--- src/rtl/utf8x_pkg.sv ---
// shared types and constants for the extended utf-8 stream decoder
// no dependencies; the other rtl files refer to this package by scoped names, the bench imports it
`timescale 1ns / 1ps

package utf8x_pkg;

	localparam int LENGTH_BITS    = 16;
	localparam int COUNT_BITS     = 16;
	localparam int CP_BITS        = 32;
	localparam int ACC_BITS       = 36;
	localparam int QUEUE_DEPTH    = 2;
	localparam int QUEUE_PTR_BITS = (QUEUE_DEPTH > 1) ? $clog2(QUEUE_DEPTH) : 1;
	localparam int QUEUE_CNT_BITS = $clog2(QUEUE_DEPTH + 1);

	typedef enum logic [3:0] {
		STATUS_OK         = 4'd0,
		STATUS_BAD_LEAD   = 4'd1,
		STATUS_INCOMPLETE = 4'd2,
		STATUS_BAD_CONT   = 4'd3,
		STATUS_OVERLONG   = 4'd4,
		STATUS_RANGE      = 4'd5,
		STATUS_SURROGATE  = 4'd6,
		STATUS_FFFE       = 4'd7,
		STATUS_FFFF       = 4'd8,
		STATUS_HIGH       = 4'd9
	} status_t;

	// one classified input beat as it travels from front to back
	typedef struct packed {
		logic       last;
		logic       is_cont;
		logic [5:0] payload;
		logic       bad_lead;
		logic       incomplete;
		logic [2:0] extra;
		logic [6:0] init;
	} cls_t;

	// smallest value that a form of the given byte length may carry
	function automatic logic [ACC_BITS-1:0] min_for_length(input logic [2:0] len);
		logic [ACC_BITS-1:0] m;
		begin
			case (len)
				3'd2:    m = ACC_BITS'(36'h0_0000_0080);
				3'd3:    m = ACC_BITS'(36'h0_0000_0800);
				3'd4:    m = ACC_BITS'(36'h0_0001_0000);
				3'd5:    m = ACC_BITS'(36'h0_0020_0000);
				3'd6:    m = ACC_BITS'(36'h0_0400_0000);
				3'd7:    m = ACC_BITS'(36'h0_8000_0000);
				default: m = '0;
			endcase
			return m;
		end
	endfunction

endpackage

--- src/rtl/utf8x_in_if.sv ---
// input channel: one raw byte with the count of bytes left in its string
// depends on utf8x_pkg
`timescale 1ns / 1ps

interface utf8x_in_if;
	logic                              valid;
	logic                              ready;
	logic [7:0]                        data_byte;
	logic [utf8x_pkg::LENGTH_BITS-1:0] bytes_left;

	modport source (output valid, output data_byte, output bytes_left, input ready);
	modport sink (input valid, input data_byte, input bytes_left, output ready);
endinterface

--- src/rtl/utf8x_out_if.sv ---
// output channel: one decoded code point or error status per beat
// depends on utf8x_pkg
`timescale 1ns / 1ps

interface utf8x_out_if;
	logic                             valid;
	logic                             ready;
	logic [utf8x_pkg::CP_BITS-1:0]    code_point;
	logic [3:0]                       status;
	logic [utf8x_pkg::COUNT_BITS-1:0] char_count;
	logic                             string_end;

	modport source (output valid, output code_point, output status, output char_count,
		output string_end, input ready);
	modport sink (input valid, input code_point, input status, input char_count,
		input string_end, output ready);
endinterface

--- src/rtl/utf8x_front.sv ---
// front end: accepts input beats and classifies each byte (lead kind, payload bits,
// whether the rest of the string can finish the form); depends on utf8x_pkg, utf8x_in_if
`timescale 1ns / 1ps

module utf8x_front (
	utf8x_in_if.sink          in_stream,
	input  logic              full,
	output logic              push,
	output utf8x_pkg::cls_t   cls
);

	logic [7:0]                        b;
	logic [utf8x_pkg::LENGTH_BITS-1:0] rest;

	assign in_stream.ready = !full;
	assign push            = in_stream.valid && !full;
	assign b               = in_stream.data_byte;

	always_comb begin
		// zero bytes left counts as the last byte
		rest = (in_stream.bytes_left == '0) ? '0 : in_stream.bytes_left - 1'b1;

		cls.last     = (rest == '0);
		cls.is_cont  = (b[7:6] == 2'b10);
		cls.payload  = b[5:0];
		cls.bad_lead = 1'b0;
		cls.extra    = 3'd0;
		cls.init     = b[6:0];

		case (b) inside
			[8'h00:8'h7f]: begin
				cls.extra = 3'd0;
			end
			[8'hc0:8'hdf]: begin
				cls.extra = 3'd1;
				cls.init  = {2'b00, b[4:0]};
			end
			[8'he0:8'hef]: begin
				cls.extra = 3'd2;
				cls.init  = {3'b000, b[3:0]};
			end
			[8'hf0:8'hf7]: begin
				cls.extra = 3'd3;
				cls.init  = {4'b0000, b[2:0]};
			end
			[8'hf8:8'hfb]: begin
				cls.extra = 3'd4;
				cls.init  = {5'b00000, b[1:0]};
			end
			[8'hfc:8'hfd]: begin
				cls.extra = 3'd5;
				cls.init  = {6'b000000, b[0]};
			end
			8'hfe: begin
				cls.extra = 3'd6;
				cls.init  = '0;
			end
			default: begin
				// stray continuation or 0xff
				cls.bad_lead = 1'b1;
				cls.init     = '0;
			end
		endcase

		cls.incomplete = (utf8x_pkg::LENGTH_BITS'(cls.extra) > rest);
	end

endmodule

--- src/rtl/utf8x_queue.sv ---
// short register queue of classified beats between front and back
// depends on utf8x_pkg
`timescale 1ns / 1ps

module utf8x_queue (
	input  logic            clk,
	input  logic            arst_n,
	input  logic            push,
	input  utf8x_pkg::cls_t push_data,
	input  logic            pop,
	output logic            full,
	output logic            head_valid,
	output utf8x_pkg::cls_t head_data
);

	localparam logic [utf8x_pkg::QUEUE_PTR_BITS-1:0] LAST_SLOT =
		utf8x_pkg::QUEUE_PTR_BITS'(utf8x_pkg::QUEUE_DEPTH - 1);

	utf8x_pkg::cls_t                         entries_q [utf8x_pkg::QUEUE_DEPTH];
	logic [utf8x_pkg::QUEUE_PTR_BITS-1:0]    wr_ptr_q;
	logic [utf8x_pkg::QUEUE_PTR_BITS-1:0]    rd_ptr_q;
	logic [utf8x_pkg::QUEUE_CNT_BITS-1:0]    count_q;

	assign full       = (count_q == utf8x_pkg::QUEUE_CNT_BITS'(utf8x_pkg::QUEUE_DEPTH));
	assign head_valid = (count_q != '0);
	assign head_data  = entries_q[rd_ptr_q];

	always_ff @(posedge clk) begin
		if (push) begin
			entries_q[wr_ptr_q] <= push_data;
		end
	end

	always_ff @(posedge clk or negedge arst_n) begin
		if (!arst_n) begin
			wr_ptr_q <= '0;
			rd_ptr_q <= '0;
			count_q  <= '0;
		end else begin
			if (push) begin
				wr_ptr_q <= (wr_ptr_q == LAST_SLOT) ? '0 : wr_ptr_q + 1'b1;
			end
			if (pop) begin
				rd_ptr_q <= (rd_ptr_q == LAST_SLOT) ? '0 : rd_ptr_q + 1'b1;
			end
			if (push && !pop) begin
				count_q <= count_q + 1'b1;
			end else if (pop && !push) begin
				count_q <= count_q - 1'b1;
			end
		end
	end

endmodule

--- src/rtl/utf8x_back.sv ---
// back end: per-string decode state, value checks, character count and output register
// depends on utf8x_pkg, utf8x_out_if
`timescale 1ns / 1ps

module utf8x_back (
	input  logic            clk,
	input  logic            arst_n,
	input  logic            check_cp,
	input  logic            head_valid,
	input  utf8x_pkg::cls_t head,
	output logic            pop,
	utf8x_out_if.source     out_stream
);

	localparam int AB = utf8x_pkg::ACC_BITS;
	localparam int CB = utf8x_pkg::COUNT_BITS;

	logic [AB-1:0]  acc_q, acc_d;
	logic [2:0]     owed_q, owed_d;
	logic [2:0]     len_q, len_d;
	logic           skip_q, skip_d;
	logic [CB-1:0]  count_q, count_d;

	logic                          out_valid_q;
	logic [utf8x_pkg::CP_BITS-1:0] cp_q;
	utf8x_pkg::status_t            st_q;
	logic [CB-1:0]                 cnt_q;
	logic                          end_q;

	logic [AB-1:0]      acc_shift;
	utf8x_pkg::status_t judge_cont, judge_lead, st;
	logic [AB-1:0]      value;
	logic               emit;
	logic [CB-1:0]      cnt_new;

	function automatic utf8x_pkg::status_t judge(input logic [AB-1:0] v,
		input logic [2:0] len, input logic chk);
		utf8x_pkg::status_t r;
		begin
			r = utf8x_pkg::STATUS_OK;
			if (v < utf8x_pkg::min_for_length(len)) begin
				r = utf8x_pkg::STATUS_OVERLONG;
			end else if (v[AB-1:32] != '0) begin
				r = utf8x_pkg::STATUS_RANGE;
			end else if (chk) begin
				if (v >= AB'(36'hd800) && v <= AB'(36'hdfff)) begin
					r = utf8x_pkg::STATUS_SURROGATE;
				end else if (v == AB'(36'hfffe)) begin
					r = utf8x_pkg::STATUS_FFFE;
				end else if (v == AB'(36'hffff)) begin
					r = utf8x_pkg::STATUS_FFFF;
				end else if (v >= AB'(36'h11_0000)) begin
					r = utf8x_pkg::STATUS_HIGH;
				end
			end
			return r;
		end
	endfunction

	// a beat may leave the queue whenever the output slot is free or draining
	assign pop       = head_valid && (!out_valid_q || out_stream.ready);
	assign acc_shift = {acc_q[AB-7:0], head.payload};
	assign judge_cont = judge(acc_shift, len_q, check_cp);
	assign judge_lead = judge(AB'(head.init), 3'd1, check_cp);

	always_comb begin
		acc_d   = acc_q;
		owed_d  = owed_q;
		len_d   = len_q;
		skip_d  = skip_q;
		count_d = count_q;
		emit    = 1'b0;
		st      = utf8x_pkg::STATUS_OK;
		value   = '0;

		if (pop) begin
			if (skip_q) begin
				if (head.last) begin
					acc_d   = '0;
					owed_d  = '0;
					len_d   = '0;
					skip_d  = 1'b0;
					count_d = '0;
				end
			end else if (owed_q != 3'd0) begin
				if (!head.is_cont) begin
					emit = 1'b1;
					st   = utf8x_pkg::STATUS_BAD_CONT;
				end else begin
					acc_d  = acc_shift;
					owed_d = owed_q - 3'd1;
					if (owed_q == 3'd1) begin
						emit  = 1'b1;
						st    = judge_cont;
						value = acc_shift;
					end else if (head.last) begin
						// string ran out mid-form
						emit = 1'b1;
						st   = utf8x_pkg::STATUS_INCOMPLETE;
					end
				end
			end else if (head.bad_lead) begin
				emit = 1'b1;
				st   = utf8x_pkg::STATUS_BAD_LEAD;
			end else if (head.incomplete) begin
				emit = 1'b1;
				st   = utf8x_pkg::STATUS_INCOMPLETE;
			end else begin
				acc_d  = AB'(head.init);
				len_d  = head.extra + 3'd1;
				owed_d = head.extra;
				if (head.extra == 3'd0) begin
					emit  = 1'b1;
					st    = judge_lead;
					value = AB'(head.init);
				end
			end
		end

		cnt_new = (st == utf8x_pkg::STATUS_OK && count_q != '1) ? count_q + 1'b1 : count_q;

		if (emit) begin
			acc_d  = '0;
			owed_d = '0;
			len_d  = '0;
			if (head.last) begin
				skip_d  = 1'b0;
				count_d = '0;
			end else begin
				count_d = cnt_new;
				if (st != utf8x_pkg::STATUS_OK) begin
					skip_d = 1'b1;
				end
			end
		end
	end

	always_ff @(posedge clk or negedge arst_n) begin
		if (!arst_n) begin
			acc_q       <= '0;
			owed_q      <= '0;
			len_q       <= '0;
			skip_q      <= 1'b0;
			count_q     <= '0;
			out_valid_q <= 1'b0;
		end else begin
			acc_q   <= acc_d;
			owed_q  <= owed_d;
			len_q   <= len_d;
			skip_q  <= skip_d;
			count_q <= count_d;
			if (emit) begin
				out_valid_q <= 1'b1;
			end else if (out_stream.ready) begin
				out_valid_q <= 1'b0;
			end
		end
	end

	always_ff @(posedge clk) begin
		if (emit) begin
			cp_q  <= (st == utf8x_pkg::STATUS_OK) ? value[utf8x_pkg::CP_BITS-1:0] : '0;
			st_q  <= st;
			cnt_q <= cnt_new;
			end_q <= head.last;
		end
	end

	assign out_stream.valid      = out_valid_q;
	assign out_stream.code_point = cp_q;
	assign out_stream.status     = st_q;
	assign out_stream.char_count = cnt_q;
	assign out_stream.string_end = end_q;

endmodule

--- src/rtl/utf8_extended_stream_decoder_top.sv ---
// channel        dir  payload                                        handshake
// in_stream      in   data_byte[7:0], bytes_left[15:0]               valid/ready
// out_stream     out  code_point[31:0], status[3:0], char_count[15:0],
//                     string_end                                     valid/ready
// cfg            in   cfg_wdata = check_code_points                  cfg_we, no wait
//
// one byte is taken every cycle while the queue is not full; a byte's result is registered
// first in the queue stage and then in the decode/output register stage
// reset clears the decode state and the queue and sets check_code_points to 1
// a stalled output holds its beat; the two-entry queue absorbs bytes, then ready drops
// depends on utf8x_pkg, utf8x_in_if, utf8x_out_if, utf8x_front, utf8x_queue, utf8x_back
`timescale 1ns / 1ps

module utf8_extended_stream_decoder_top (
	input  logic        clk,
	input  logic        arst_n,
	utf8x_in_if.sink    in_stream,
	utf8x_out_if.source out_stream,
	input  logic        cfg_we,
	input  logic        cfg_wdata
);

	logic            check_cp_q;
	logic            push;
	logic            pop;
	logic            full;
	logic            head_valid;
	utf8x_pkg::cls_t cls;
	utf8x_pkg::cls_t head;

	always_ff @(posedge clk or negedge arst_n) begin
		if (!arst_n) begin
			check_cp_q <= 1'b1;
		end else if (cfg_we) begin
			check_cp_q <= cfg_wdata;
		end
	end

	utf8x_front u_front (
		.in_stream (in_stream),
		.full      (full),
		.push      (push),
		.cls       (cls)
	);

	utf8x_queue u_queue (
		.clk        (clk),
		.arst_n     (arst_n),
		.push       (push),
		.push_data  (cls),
		.pop        (pop),
		.full       (full),
		.head_valid (head_valid),
		.head_data  (head)
	);

	utf8x_back u_back (
		.clk        (clk),
		.arst_n     (arst_n),
		.check_cp   (check_cp_q),
		.head_valid (head_valid),
		.head       (head),
		.pop        (pop),
		.out_stream (out_stream)
	);

	// an error beat never carries a value
	a_err_zero_cp: assert property (@(posedge clk) disable iff (!arst_n)
		out_stream.valid && out_stream.status != utf8x_pkg::STATUS_OK
		|-> out_stream.code_point == '0)
		else $error("error beat with nonzero code point");

	// a decoded character is always counted
	a_ok_counted: assert property (@(posedge clk) disable iff (!arst_n)
		out_stream.valid && out_stream.status == utf8x_pkg::STATUS_OK
		|-> out_stream.char_count != '0)
		else $error("ok beat with zero character count");

	// with checks on, only scalar values below 0x110000 pass
	a_checked_cp: assert property (@(posedge clk) disable iff (!arst_n)
		out_stream.valid && out_stream.status == utf8x_pkg::STATUS_OK && check_cp_q
		|-> out_stream.code_point < 32'h0011_0000
			&& (out_stream.code_point < 32'h0000_d800 || out_stream.code_point > 32'h0000_dfff))
		else $error("checked code point out of range");

	// nothing is taken from the queue while it is empty
	a_pop_nonempty: assert property (@(posedge clk) disable iff (!arst_n)
		pop |-> head_valid)
		else $error("pop from empty queue");

endmodule

--- src/flat_wrapper.sv ---
// flat-port wrapper written by rule: the top's interface ports become plain ports
module utf8_extended_stream_decoder_top_flat 
  (clk, arst_n, cfg_we, cfg_wdata, in_stream_valid, in_stream_data_byte, in_stream_bytes_left, in_stream_ready, out_stream_valid, out_stream_code_point, out_stream_status, out_stream_char_count, out_stream_string_end, out_stream_ready);
  utf8x_in_if in_stream_i ();
  utf8x_out_if out_stream_i ();
  input  logic clk;
  input  logic arst_n;
  input  logic cfg_we;
  input  logic cfg_wdata;
  input wire logic [$bits(in_stream_i.valid)-1:0] in_stream_valid;
  input wire logic [$bits(in_stream_i.data_byte)-1:0] in_stream_data_byte;
  input wire logic [$bits(in_stream_i.bytes_left)-1:0] in_stream_bytes_left;
  output wire logic [$bits(in_stream_i.ready)-1:0] in_stream_ready;
  output wire logic [$bits(out_stream_i.valid)-1:0] out_stream_valid;
  output wire logic [$bits(out_stream_i.code_point)-1:0] out_stream_code_point;
  output wire logic [$bits(out_stream_i.status)-1:0] out_stream_status;
  output wire logic [$bits(out_stream_i.char_count)-1:0] out_stream_char_count;
  output wire logic [$bits(out_stream_i.string_end)-1:0] out_stream_string_end;
  input wire logic [$bits(out_stream_i.ready)-1:0] out_stream_ready;
  assign in_stream_i.valid = in_stream_valid;
  assign in_stream_i.data_byte = in_stream_data_byte;
  assign in_stream_i.bytes_left = in_stream_bytes_left;
  assign in_stream_ready = in_stream_i.ready;
  assign out_stream_valid = out_stream_i.valid;
  assign out_stream_code_point = out_stream_i.code_point;
  assign out_stream_status = out_stream_i.status;
  assign out_stream_char_count = out_stream_i.char_count;
  assign out_stream_string_end = out_stream_i.string_end;
  assign out_stream_i.ready = out_stream_ready;
  utf8_extended_stream_decoder_top u_core (.clk(clk), .arst_n(arst_n), .in_stream(in_stream_i), .out_stream(out_stream_i), .cfg_we(cfg_we), .cfg_wdata(cfg_wdata));
endmodule
--- config.mk ---
export PLATFORM = sky130hd
export DESIGN_NAME = utf8_extended_stream_decoder_top_flat
export DESIGN_NICKNAME = d
export VERILOG_FILES = /design/src/rtl/utf8x_pkg.sv /design/src/rtl/utf8x_in_if.sv /design/src/rtl/utf8x_out_if.sv /design/src/rtl/utf8x_front.sv /design/src/rtl/utf8x_queue.sv /design/src/rtl/utf8x_back.sv /design/src/rtl/utf8_extended_stream_decoder_top.sv /design/src/flat_wrapper.sv
export SDC_FILE = /design/constraint.sdc
export NUM_CORES = 1
export LEC_CHECK = 0
export ABC_AREA = 1
export BUFFER_PORTS_ARGS = -buffer_cell sky130_fd_sc_hd__buf_2
export CAP_MARGIN = 15
export CORE_AREA = 2 2 165 167
export DETAILED_ROUTE_END_ITERATION = 12
export DIE_AREA = 0 0 167 169
export PLACE_DENSITY = 0.44
export SYNTH_ARGS = -nofsm -noshare
export SYNTH_HDL_FRONTEND = slang
export SYNTH_SLANG_ARGS = --single-unit
--- constraint.sdc ---
create_clock -name clk -period 3.5 [get_ports clk]
set_input_delay 1.05 -clock clk [delete_from_list [all_inputs] [get_ports clk]]
set_output_delay 1.05 -clock clk [all_outputs]
set_load 0.005 [all_outputs]
==> impl_metrics.toml <==
[setup_path]
crit_fanout = 14
worst_ep_required_time_ns = 3.78
reg2regPathDepth = 17
regToRegStartpoint = "u_core.u_back.len_q[1]"
critical_path_class = "flip-flop to flip-flop"
rrSetupSlack_ns = 0.49
critPathArrivalTime_ns = 3.29
end_kind = "flip-flop"
cp-endpoint = "u_core.u_back.out_stream.code_point[18]"
worstSetupStartpointType = "flip-flop"
critPathLaunch = "u_core.u_back.len_q[1]"
rr_endpoint = "u_core.u_back.out_stream.code_point[18]"

[global_route]
overflow = 0
antenna_found_initial = 0
first_global_vias = 5938
grt_max_degree = 48
grt_pass1_wl_um = 30700
track_usage_pct = 13.6

[logic_synthesis]
synth_top_area_cell = "edfxtp_1"
synthFlopType = "edfxtp_1"
ys_warn_count = 0
synth_nets = 933
yosysTopAreaCellShare_pct = 35.7
synth.avg_cell_area_um2 = 8.82
async_reset_ff_share_pct = 38.8
synth_edf_count = 93
ys_seq_area_share_pct = 54.6
synth_cell_types = 50
synth_area_um2 = 7830
syn_inst = 887
synthTopCellsByArea = "edfxtp_1 36%, dfrtp_1 19%, nand2_1 12%"
synth-seq-cells = 152

[floorplanning]
dieArea_um2 = 28200
coreArea_um2 = 26500
ios = 85
rows = 60
initial_core_util_pct = 29.5
fp.dieH_um = 169
die_w_um = 167

[final_layout]
final_cell_mix = "245 x nand2_1, 113 x inv_1, 106 x nor2_1"
instances_no_fill = 1340
antenna_cells = 0
final_nets = 1032
final_common_cell = "nand2_1"
drive_gt1_share_pct = 17.0
utilization_pct = 35.0
areaGrowthSynthToFinish_pct = 18.4
design_area_um2 = 9260

[power]
power_mw = 8.13
p_int_mw = 4.78
max-vdd-ir-drop_v = 0.000359
combPwrFrac_pct = 41.5
p_seq_share_pct = 35.7
p_sw_mw = 3.35
cellLeakagePower_nw = 4.36
power_density_nw_per_um2 = 877
p_sw_share_pct = 41.2
p_clk_share_pct = 22.8

[detailed_routing]
first_iter_violations = 320
drcViolationCount = 0
via_per_inst = 4.44
wire_per_inst_um = 13.8
num_vias = 5953
wl_um = 18400
dr.pass1.iters = 4
ant_nets = 0

[clocking]
cts_sinks = 152
clk_latency_ns = 0.42
cts-root-buf = "clkbuf_16"
cts_max_level = 4
cts_resized = 0
cts_tree = "yes"
cts_setup_buffers = 0
ctsHoldBuffers = 0
clkTransAtPathRegs_ns = 0.07
numCtsBuffers = 17
clock_path_buffers = 2

[sta]
tns_ns = 0
finalClockSkew_ns = 0.00976
worst_slack_ns = 0.493
holdWs_ns = 0.485
slew_violations = 0
setup_viol = 0
rsz0062_at_grt = "false"
min_period_ns = 3.01
final_hold_viol_count = 0
max_freq_ghz = 0.333
worst_pin_slew_ns = 0.869
fin_crit_sh_pct = 85.9
slew_headroom_pct = 41.9

[placed_design]
placed_cells = 1308
dp_hpwl_um = 13400
place_congestion = 0.783
placed_cell_area_um2 = 8670
preCtsSetupSlack_ns = 0.197
port_buffers = 84

[job]
maxCapViolations = 0

[min_path]
hold_class = "flip-flop to flip-flop"
hp-start = "u_core.u_back.acc_q[26]"

[outcome]
status = "complete, no violations"
-- how the worst min path moves through the flow --
stage / cells past startpoint / to
after detailed placement: 2 / u_core.u_back.acc_q[27]
after global routing: 2 / u_core.u_back.acc_q[26]
final: 2 / u_core.u_back.acc_q[26]
after CTS: 2 / u_core.u_back.acc_q[27]
after global placement: 2 / u_core.u_back.acc_q[27]
after floorplan: 2 / u_core.u_back.acc_q[27]
-- registers in the layout, indices dropped and copies added (netlist names), 2 cells and up --
register and flops:
u_core.u_back.out_stream.char_count 16, u_core.u_back.len_q 3, u_core.u_back.count_q 16, u_core.u_queue.count_q 2, u_core.u_back.out_stream.status 4, u_core.u_back.out_stream.code_point 32
u_core.u_back.owed_q 3, u_core.u_back.acc_q 30, u_core.u_queue.entries_q 40
-- Yosys cell counts (4+ instances only) --
master    instances
a21oi_1           9
a22oi_1           4
buf_6             7
clkbuf_1          7
dfrtp_1          58
edfxtp_1         93
ha_1             16
inv_1           113
inv_2            10
nand2_1         245
nand2_2           5
nand3_1          52
nand3_2           4
nand4_1          27
nor2_1          106
nor2_4            4
nor3_1           13
o21ai_0          39
o21ai_1           6
o22ai_1           4
xnor2_1           5
xor2_1           15
-- metal layers --
metal	vias up	part of all wire [%]	GRT usage [%]
met4	0	1.1	3.94
li1	3104	-	-
met1	2743	50	18.8
met5	-	0	0
met3	12	3.2	2.57
met2	94	46	21.8
-- power by group through the flow --
stage               sequential, mW  clock [mW]  combinational, mW
floorplan                     2.95           0               2.27
global placement              2.95           0               3.43
detailed placement            2.95           0               3.44
CTS                           2.92        1.90               3.46
global route                  2.98        1.98               3.83
finish                        2.90        1.85               3.37
-- critical path: stages, from the launching register on --
cell and delay (ns):
dfrtp_1 0.36, inv_1 0.09, nor2_1 0.14, nand2_1 0.10
ha_1 0.29, nand2_1 0.06, nor2_1 0.14, nand4_1 0.11
nor2_1 0.10, nand2_1 0.08, nand2_1 0.13, nand3_2 0.09
nand2_2 0.08, nand2_2 0.06, a21oi_4 0.29, nand4_4 0.31
buf_4 0.29, nor2_1 0.11
-- logic make-up after synthesis --
group	count (synthesis)	share of synthesized area, %
adders and majority gates	16	2.56
muxes	1	0.128
AOI/OAI and AO/OA	80	6.19
buffers and inverters	145	7.80
and+or+nand+nor	473	26.5
DFF	152	54.6
xor gates and xnor gates	20	2.24
-- layout make-up --
| class | instances | area, um2 |
|---|---|---|
| fillers | 2759 | 17200 |
| flip-flops and latches | 152 | 4270 |
| multi-input cells | 590 | 2950 |
| repair buffers | 102 | 568 |
| inverters | 123 | 462 |
| well taps | 341 | 427 |
| clock buffers | 17 | 425 |
| clock inverters | 15 | 166 |
(Power assumes the default switching activity.)
